File: src/rtl/assert_macros.svh
// assertion helpers
`ifndef ASSERT_MACROS_SVH
`define ASSERT_MACROS_SVH

`define ASSERT_CLK(label, clk, rst, prop, msg) \
  label: assert property (@(posedge clk) disable iff (rst) prop) else $error(msg);

`define ASSERT_CLK_NR(label, clk, prop, msg) \
  label: assert property (@(posedge clk) prop) else $error(msg);

`endif

File: src/rtl/vna_pkg.sv
`timescale 1ns / 1ps
package vna_pkg;
  localparam int VertexCountDefault = 1024;
  localparam int IndexWidth = 10;
  localparam int CoordWidth = 16;
  localparam int NormWidth = 16;

  typedef enum logic [1:0] {
    CMD_WRITE_VERTEX = 2'd0,
    CMD_ADD_FACE     = 2'd1,
    CMD_READ_NORMAL  = 2'd2,
    CMD_NONE         = 2'd3
  } cmd_t;

  localparam logic STATUS_OK = 1'b0;
  localparam logic STATUS_IGNORED = 1'b1;

  // request from the sequencer to the normalizer
  typedef struct packed {
    logic        start;
    logic [35:0] vx;
    logic [35:0] vy;
    logic [35:0] vz;
  } norm_req_t;

  // answer from the normalizer
  typedef struct packed {
    logic                  done;
    logic                  zero;
    logic [NormWidth-1:0]  nx;
    logic [NormWidth-1:0]  ny;
    logic [NormWidth-1:0]  nz;
  } norm_rsp_t;
endpackage

File: src/rtl/vna_normalize.sv
`timescale 1ns / 1ps
`include "assert_macros.svh"
module vna_normalize
  import vna_pkg::*;
(
  input  logic      clk,
  input  logic      rst,
  input  norm_req_t req,
  output norm_rsp_t rsp
);
  typedef enum logic [2:0] {
    N_IDLE, N_SCALE, N_SQ, N_SQRT, N_DIV, N_DONE
  } nstate_t;

  nstate_t      state;
  logic [35:0]  mag [3];
  logic [2:0]   neg;
  logic [1:0]   sel;
  logic [63:0]  sum;
  logic [63:0]  rem;
  logic [63:0]  root;
  logic [63:0]  bitv;
  logic [32:0]  len;
  logic [47:0]  dnum;
  logic [47:0]  dquo;
  logic [33:0]  drem;
  logic [5:0]   cnt;
  logic [15:0]  res [3];

  logic [35:0] mx;
  logic [63:0] sq;
  logic [63:0] trial;
  logic [34:0] dtry;
  logic [33:0] dshift;

  function automatic logic [35:0] absv(input logic [35:0] v);
    return v[35] ? (36'd0 - v) : v;
  endfunction

  always_comb begin
    mx = mag[0];
    if (mag[1] > mx) mx = mag[1];
    if (mag[2] > mx) mx = mag[2];
    // scaled magnitudes are below 2^31 here
    sq = {33'd0, mag[sel][30:0]} * {33'd0, mag[sel][30:0]};
    trial = root + bitv;
    dshift = {drem[32:0], dnum[47]};
    dtry = {1'b0, dshift} - {2'b0, len};
  end

  always_ff @(posedge clk) begin
    if (rst) begin
      state <= N_IDLE;
      rsp.done <= 1'b0;
    end else begin
      rsp.done <= 1'b0;
      unique case (state)
        N_IDLE: begin
          if (req.start) begin
            mag[0] <= absv(req.vx);
            mag[1] <= absv(req.vy);
            mag[2] <= absv(req.vz);
            neg <= {req.vz[35], req.vy[35], req.vx[35]};
            state <= N_SCALE;
          end
        end
        N_SCALE: begin
          if (mx == '0) begin
            rsp.zero <= 1'b1;
            rsp.done <= 1'b1;
            state <= N_IDLE;
          end else if (mx < 36'h040000000) begin
            for (int i = 0; i < 3; i++) mag[i] <= mag[i] << 1;
          end else if (mx >= 36'h080000000) begin
            for (int i = 0; i < 3; i++) mag[i] <= mag[i] >> 1;
          end else begin
            sel <= 2'd0;
            sum <= '0;
            state <= N_SQ;
          end
        end
        N_SQ: begin
          sum <= sum + sq;
          if (sel == 2'd2) begin
            state <= N_SQRT;
            root <= '0;
            bitv <= 64'h4000000000000000;
          end else begin
            sel <= sel + 2'd1;
          end
          if (sel == 2'd0) rem <= sq;
          else rem <= sum + sq;
        end
        N_SQRT: begin
          if (bitv == '0) begin
            len <= root[32:0];
            sel <= 2'd0;
            state <= N_DIV;
            cnt <= '0;
            dnum <= {2'd0, mag[0][31:0], 14'd0} + {15'd0, root[33:1]};
            drem <= '0;
          end else begin
            if (rem >= trial) begin
              rem <= rem - trial;
              root <= (root >> 1) + bitv;
            end else begin
              root <= root >> 1;
            end
            bitv <= bitv >> 2;
          end
        end
        N_DIV: begin
          // restoring division, one quotient bit per cycle
          if (!dtry[34]) begin
            drem <= dtry[33:0];
            dquo <= {dquo[46:0], 1'b1};
          end else begin
            drem <= dshift;
            dquo <= {dquo[46:0], 1'b0};
          end
          dnum <= dnum << 1;
          if (cnt == 6'd47) begin
            state <= N_DONE;
          end
          cnt <= cnt + 6'd1;
        end
        N_DONE: begin
          res[sel] <= neg[sel] ? (16'd0 - dquo[15:0]) : dquo[15:0];
          if (sel == 2'd2) begin
            rsp.nx <= res[0];
            rsp.ny <= res[1];
            rsp.nz <= neg[2] ? (16'd0 - dquo[15:0]) : dquo[15:0];
            rsp.zero <= 1'b0;
            rsp.done <= 1'b1;
            state <= N_IDLE;
          end else begin
            sel <= sel + 2'd1;
            cnt <= '0;
            drem <= '0;
            dnum <= {2'd0, mag[sel + 2'd1][31:0], 14'd0} + {15'd0, len[32:1]};
            state <= N_DIV;
          end
        end
        default: state <= N_IDLE;
      endcase
    end
  end

  `ASSERT_CLK(a_done_pulse, clk, rst, rsp.done |=> !rsp.done, "done longer than one cycle")
  `ASSERT_CLK(a_start_idle, clk, rst, rsp.done |=> state == N_IDLE, "normalizer not idle")
endmodule

File: config.mk
export PLATFORM = sky130hd
export DESIGN_NAME = vna_normalize
export DESIGN_NICKNAME = d
export VERILOG_FILES = /design/src/rtl/vna_pkg.sv /design/src/rtl/vna_normalize.sv
export VERILOG_INCLUDE_DIRS = /design/src /design/src/rtl
export SDC_FILE = /design/constraint.sdc
export NUM_CORES = 2
export LEC_CHECK = 0
export ABC_CLOCK_PERIOD_IN_PS = 11500
export BUFFER_PORTS_ARGS = -buffer_cell sky130_fd_sc_hd__buf_2
export CORE_MARGIN = 4
export CORE_UTILIZATION = 45
export DETAILED_ROUTE_END_ITERATION = 8
export PLACE_DENSITY = 0.6
export SLEW_MARGIN = 20
export SYNTH_ARGS = -nofsm -noshare
export SYNTH_HDL_FRONTEND = slang
export SYNTH_SLANG_ARGS = --single-unit
File: constraint.sdc
create_clock -name clk -period 11.5 [get_ports clk]
set_clock_uncertainty 0.2 [all_clocks]
set_input_delay 0 -clock clk [delete_from_list [all_inputs] [get_ports clk]]
set_output_delay 0 -clock clk [all_outputs]
set_load 0.05 [all_outputs]
* Word level (Yosys, flattened, before mapping)
Memories as Yosys holds them, arrays and structs flattened. A register that Yosys moved wholly into a read port is not among the register bits.
Cells that the tools add are included.
** Storage, ports and cells
- Latch bits :: 0
- Memories kept :: 2
- Word-level logic and storage cells :: 167
- Bits in registers :: 450
- Output and inout bits :: 50
- Bits in writable memories :: 156
- Memory bits (read-only) :: 0
- Input bits :: 111
** Cells by class
- Muxes and demuxes :: 78
- $mul :: 1
- Equal/unequal tests :: 22
- Magnitude comparators :: 6
- Shift operators :: 0
- Add/sub/neg operators :: 13
- Reductions and logical operators :: 21
- Bitwise operators :: 7
- Div/mod/pow operators :: 0
** Memories
- mag :: depth 3, bits a word 36, rd ports 5, clocked after memory_dff 1, write ports 3, line vna_normalize.sv:16 : logic [35:0] mag [3];
- res :: depth 3, bits a word 16, rd ports 2, clocked after memory_dff 0, write ports 1, line vna_normalize.sv:28 : logic [15:0] res [3];
** Operators with widths (number)
- two-way mux 64 bit :: 11
- one-hot mux 64 bit (2 select lines) :: 4
- two-way mux 36 bit :: 11
- one-hot mux 48 bit (3 select lines) :: 1
- subtractor 1 x 36 -> 36 bit (first input constant) :: 3
- two-way mux 33 bit :: 3
- one-hot mux 33 bit (3 select lines) :: 1
- two-way mux 48 bit :: 2
- > comparator 36 bit :: 2
- adder 63 x 64 -> 64 bit :: 1
- adder 64 x 62 -> 64 bit :: 1
- adder 64 bit :: 1
- greater-or-equal comparator 64 bit :: 1
- zero test 64 bit :: 1
- subtractor 64 bit :: 1
- multiplier 31 x 31 -> 62 bit :: 1
- two-way mux 50 bit :: 1
- adder 46 x 32 -> 47 bit :: 1
- adder 46 x 33 -> 47 bit :: 1
- greater-or-equal comparator 36 x 32 -> 1 bit (second input constant) :: 1
- zero test 36 bit :: 1
- less-than comparator 36 x 31 -> 1 bit (second input constant) :: 1
- subtractor 34 x 33 -> 35 bit :: 1
- two-way mux 16 bit :: 2
- 33 further kinds :: 94

* Logic depth before layout (Yosys ltp)
An unclocked memory read counts as a cell.
- Depth after elaboration :: 13
- Depth in mapped cells :: 48
- Mapped depth without buffers :: 43

* Least setup slack after synthesis
OpenSTA, ideal clock, no wires.
- Kind :: reg-to-reg
- From :: register with a tool-made name
- To :: register rem[60] (data pin)
- Library setup time :: 0.270 ns
- Clock period less this slack :: 11.296 ns
- Arrival :: 10.826 ns
- Required time :: 11.030 ns
- Stages on the path, launching flop included :: 44
- Buffers on the path :: 7
- Setup slack :: 0.204 ns
- Path through :: dfxtp_1 > clkbuf_1 > buf_1 > clkbuf_1 > mux2i_1 > o21ai_0 > clkbuf_1 > clkbuf_1 > nand2_1 > fa_1 > inv_1 > fa_1 > fa_1 > inv_1 > fa_1 > inv_1 > fa_1 > fa_1 > [8 not listed] > nor2b_1 > a311oi_1 > nor3b_1 > o21ai_0 > xor2_1 > ha_1 > clkbuf_1 > a21o_1 > a21o_1 > a21o_1 > a21oi_1 > nor2_1 > o21ai_0 > nand2b_1 > a221o_1 > or3_1 > a311oi_1 > a21oi_1
** RTL lines
- end signal: assignment :: line vna_normalize.sv:91 : if (sel == 2'd0) rem <= sq;
- end signal: assignment :: line vna_normalize.sv:92 : else rem <= sum + sq;
- end signal: assignment :: line vna_normalize.sv:104 : rem <= rem - trial;
- end: declaration :: line vna_normalize.sv:20 : logic [63:0] rem;

==> flow_summary.yaml <==
status:
  status: "complete, no violations"
timing:
  hold_violations: 0
  rsz0062_at_grt: "yes"
  finalSetupViolCount: 0
  min_period_ns: 11.13
  period_share: 0.968
  fmax_mhz: 89.8
  drv_slew: 0
  tightest_slew_ns: 1.10
  slew_headroom: 0.249
die:
  start_util: 0.454
  fp.dieH_um: 406
  core_um2: 157000
  dieArea_um2: 165000
  rows: 145
  dieWidth_um: 406
  io_pins: 161
cts:
  cts_sinks: 560
  cts_buffer_depth: 3
  clk_latency_ns: 0.68
  cts_root_buffer: "clkbuf_16"
  cts_tree: "done"
  clk_pin_slew_ns: 0.06
  htreeDepth: 3
  numCtsBuffers: 69
detailed_routing:
  drt_iter0_drc: 5095
  route.detailed.drc: 0
  wire_per_inst_um: 22.8
  routed_via_density: 5.81
  ant_nets: 0
  dr.pass1.iters: 6
  vias: 60000
  routed_wirelength_um: 236000
logic_synthesis:
  synth_edf_count: 554
  synth_flop_cell: "edfxtp_1"
  synth_cell_types: 86
  syn_inst: 7768
  async_flop_share: 0
  netlist_area_um2: 71200
  yosys_warnings: 0
  synth-seq-cells: 560
  syn_nets: 9244
  ys_seq_area_frac: 0.235
  synth_area_per_cell_um2: 9.16
global_routing:
  grt_pass1_wl_um: 361000
  grt_pass1_vias: 60500
  grt_start_max_net_pins: 124
  grt_antenna_before_repair: 2
  grt_usage: 0.284
  grt_remaining_overflow: 0
finish:
  ff_latch_area_um2: 16800
  drive_above_1_share: 0.0938
  nets: 9700
  multi_input_area_um2: 49300
  fillers: 14500
  layout_common_cells: "inv_1 (1088), fa_1 (748), nor2_1 (702), nand2_1 (661), ha_1 (616)"
  area_growth_pct: 13.2
  finalInstanceArea_um2: 80600
  final_common_cell: "inv_1"
worst_setup_path:
  required_ns: 11.77
  cp_slowest_cell: "fa_1"
  criticalPathCategory: "reg2reg"
  crit_fanout: 22
  cp_data_arrival_time_ns: 11.40
  worst_path_largest_cell_delay_ns: 0.62
  critPathLaunchType: "flip-flop"
  path_common_cell: "fa_1"
  critPathCaptureType: "flip-flop"
min_path:
  hp-class: "in2reg"
placed_design:
  dpl_cell_area_um2: 76400
  dp_hpwl_um: 185000
  gp_congestion: 0.986
  io_buffer_count: 160
run:
  max_cap_viol_count: 0
==> cell type report <==
type                            instances  area share
Multi-Input combinational cell       5784       0.612
Clock inverter                         42     0.00500
Tap cell                             2058      0.0319
Timing Repair Buffer                  705      0.0683
Inverter                             1104      0.0516
Clock buffer                           85      0.0230
Antenna cell                            1   0.0000310
Sequential cell                       560       0.208
==> synth_stat cells, types with 175 or more instances <==
library cell  number  share of area
o21ai_0          313          0.022
clkbuf_1         286          0.015
nor2_1           711          0.037
a21oi_1          425          0.030
xnor2_1          232          0.029
a21o_1           175          0.018
xor2_1           262          0.032
nand2_1          662          0.035
ha_1             617           0.11
fa_1             748           0.21
inv_1           1094          0.058
edfxtp_1         554           0.23
==> critical path: cells and delay by family (launching register included) <==
kind | cells | cell delay, ns
DFF | 1 | 0.35
adders and majority gates | 10 | 4.82
muxes | 1 | 0.24
xor gates and xnor gates | 2 | 0.46
buffers and inverters | 10 | 1.50
and+or+nand+nor | 3 | 0.54
AOI/OAI and AO/OA | 13 | 2.79
==> sequential cells by signal, indices dropped and copies added, names as in the netlist, named ones only <==
name / count
dquo: 16
bitv: 32
sel: 2
state: 3
rem: 64
len: 33
sum: 64
neg: 3
dnum: 48
drem: 33
root: 64
res: 32
rsp: 50
cnt: 6
mag: 108
==> cells by family after synthesis <==
group,Yosys count,share of synthesized area
compound gates,1697,0.156
buf+inv,1424,0.0752
flops,560,0.235
other cells,2,0.000105
fa+ha+maj,1365,0.319
simple gates,2083,0.133
xor+xnor,494,0.0608
mux,143,0.0202
==> metrics by stage <==
step / TNS (ns) / setup WS, ns / utilization / hold WS [ns] / std cells
after floorplan: 0 / 0.204 / - / -0.101 / 7768
after global placement: 0 / 0.112 / 0.487 / 0.201 / 10000
after detailed placement: 0 / 0.139 / 0.487 / 0.205 / 10000
final: 0 / 0.366 / 0.514 / 0.0878 / 10300
after global routing: -0.137 / -0.0773 / 0.514 / 0.0636 / 10300
after CTS: 0 / 0.114 / 0.513 / 0.0130 / 10300
==> metal layers <==
layer  wire length (um)  vias to the layer above  GRT usage
met2             111000                     2308      0.473
met4              11700                        2      0.122
li1                   -                    27600          -
met5                 13                        -          0
met3              16200                      485     0.0388
met1              96900                    29600      0.372
==> what timing repair did <==
item,CTS,global route
resized for setup,0,44
hold buffers,176,0
endpoints found under the hold margin,115,0
endpoints found under the setup margin,0,22
setup buffers,0,4
==> final timing paths <==
check / startpoint / depth (start not counted) / end / slack [ns]
setup / recovery: flip-flop / 39 / rem[57] / 0.37
hold / removal: req[83] / 4 / mag[0][12] / 0.09
setup reg to reg: flip-flop / 39 / rem[57] / 0.37
hold reg to reg: res[0][1] / 0 / rsp[33] / 0.22
Power is left out: the tool's default activity adds up to more than one toggle a clock period on the data nets, which glitch-free logic cannot reach.
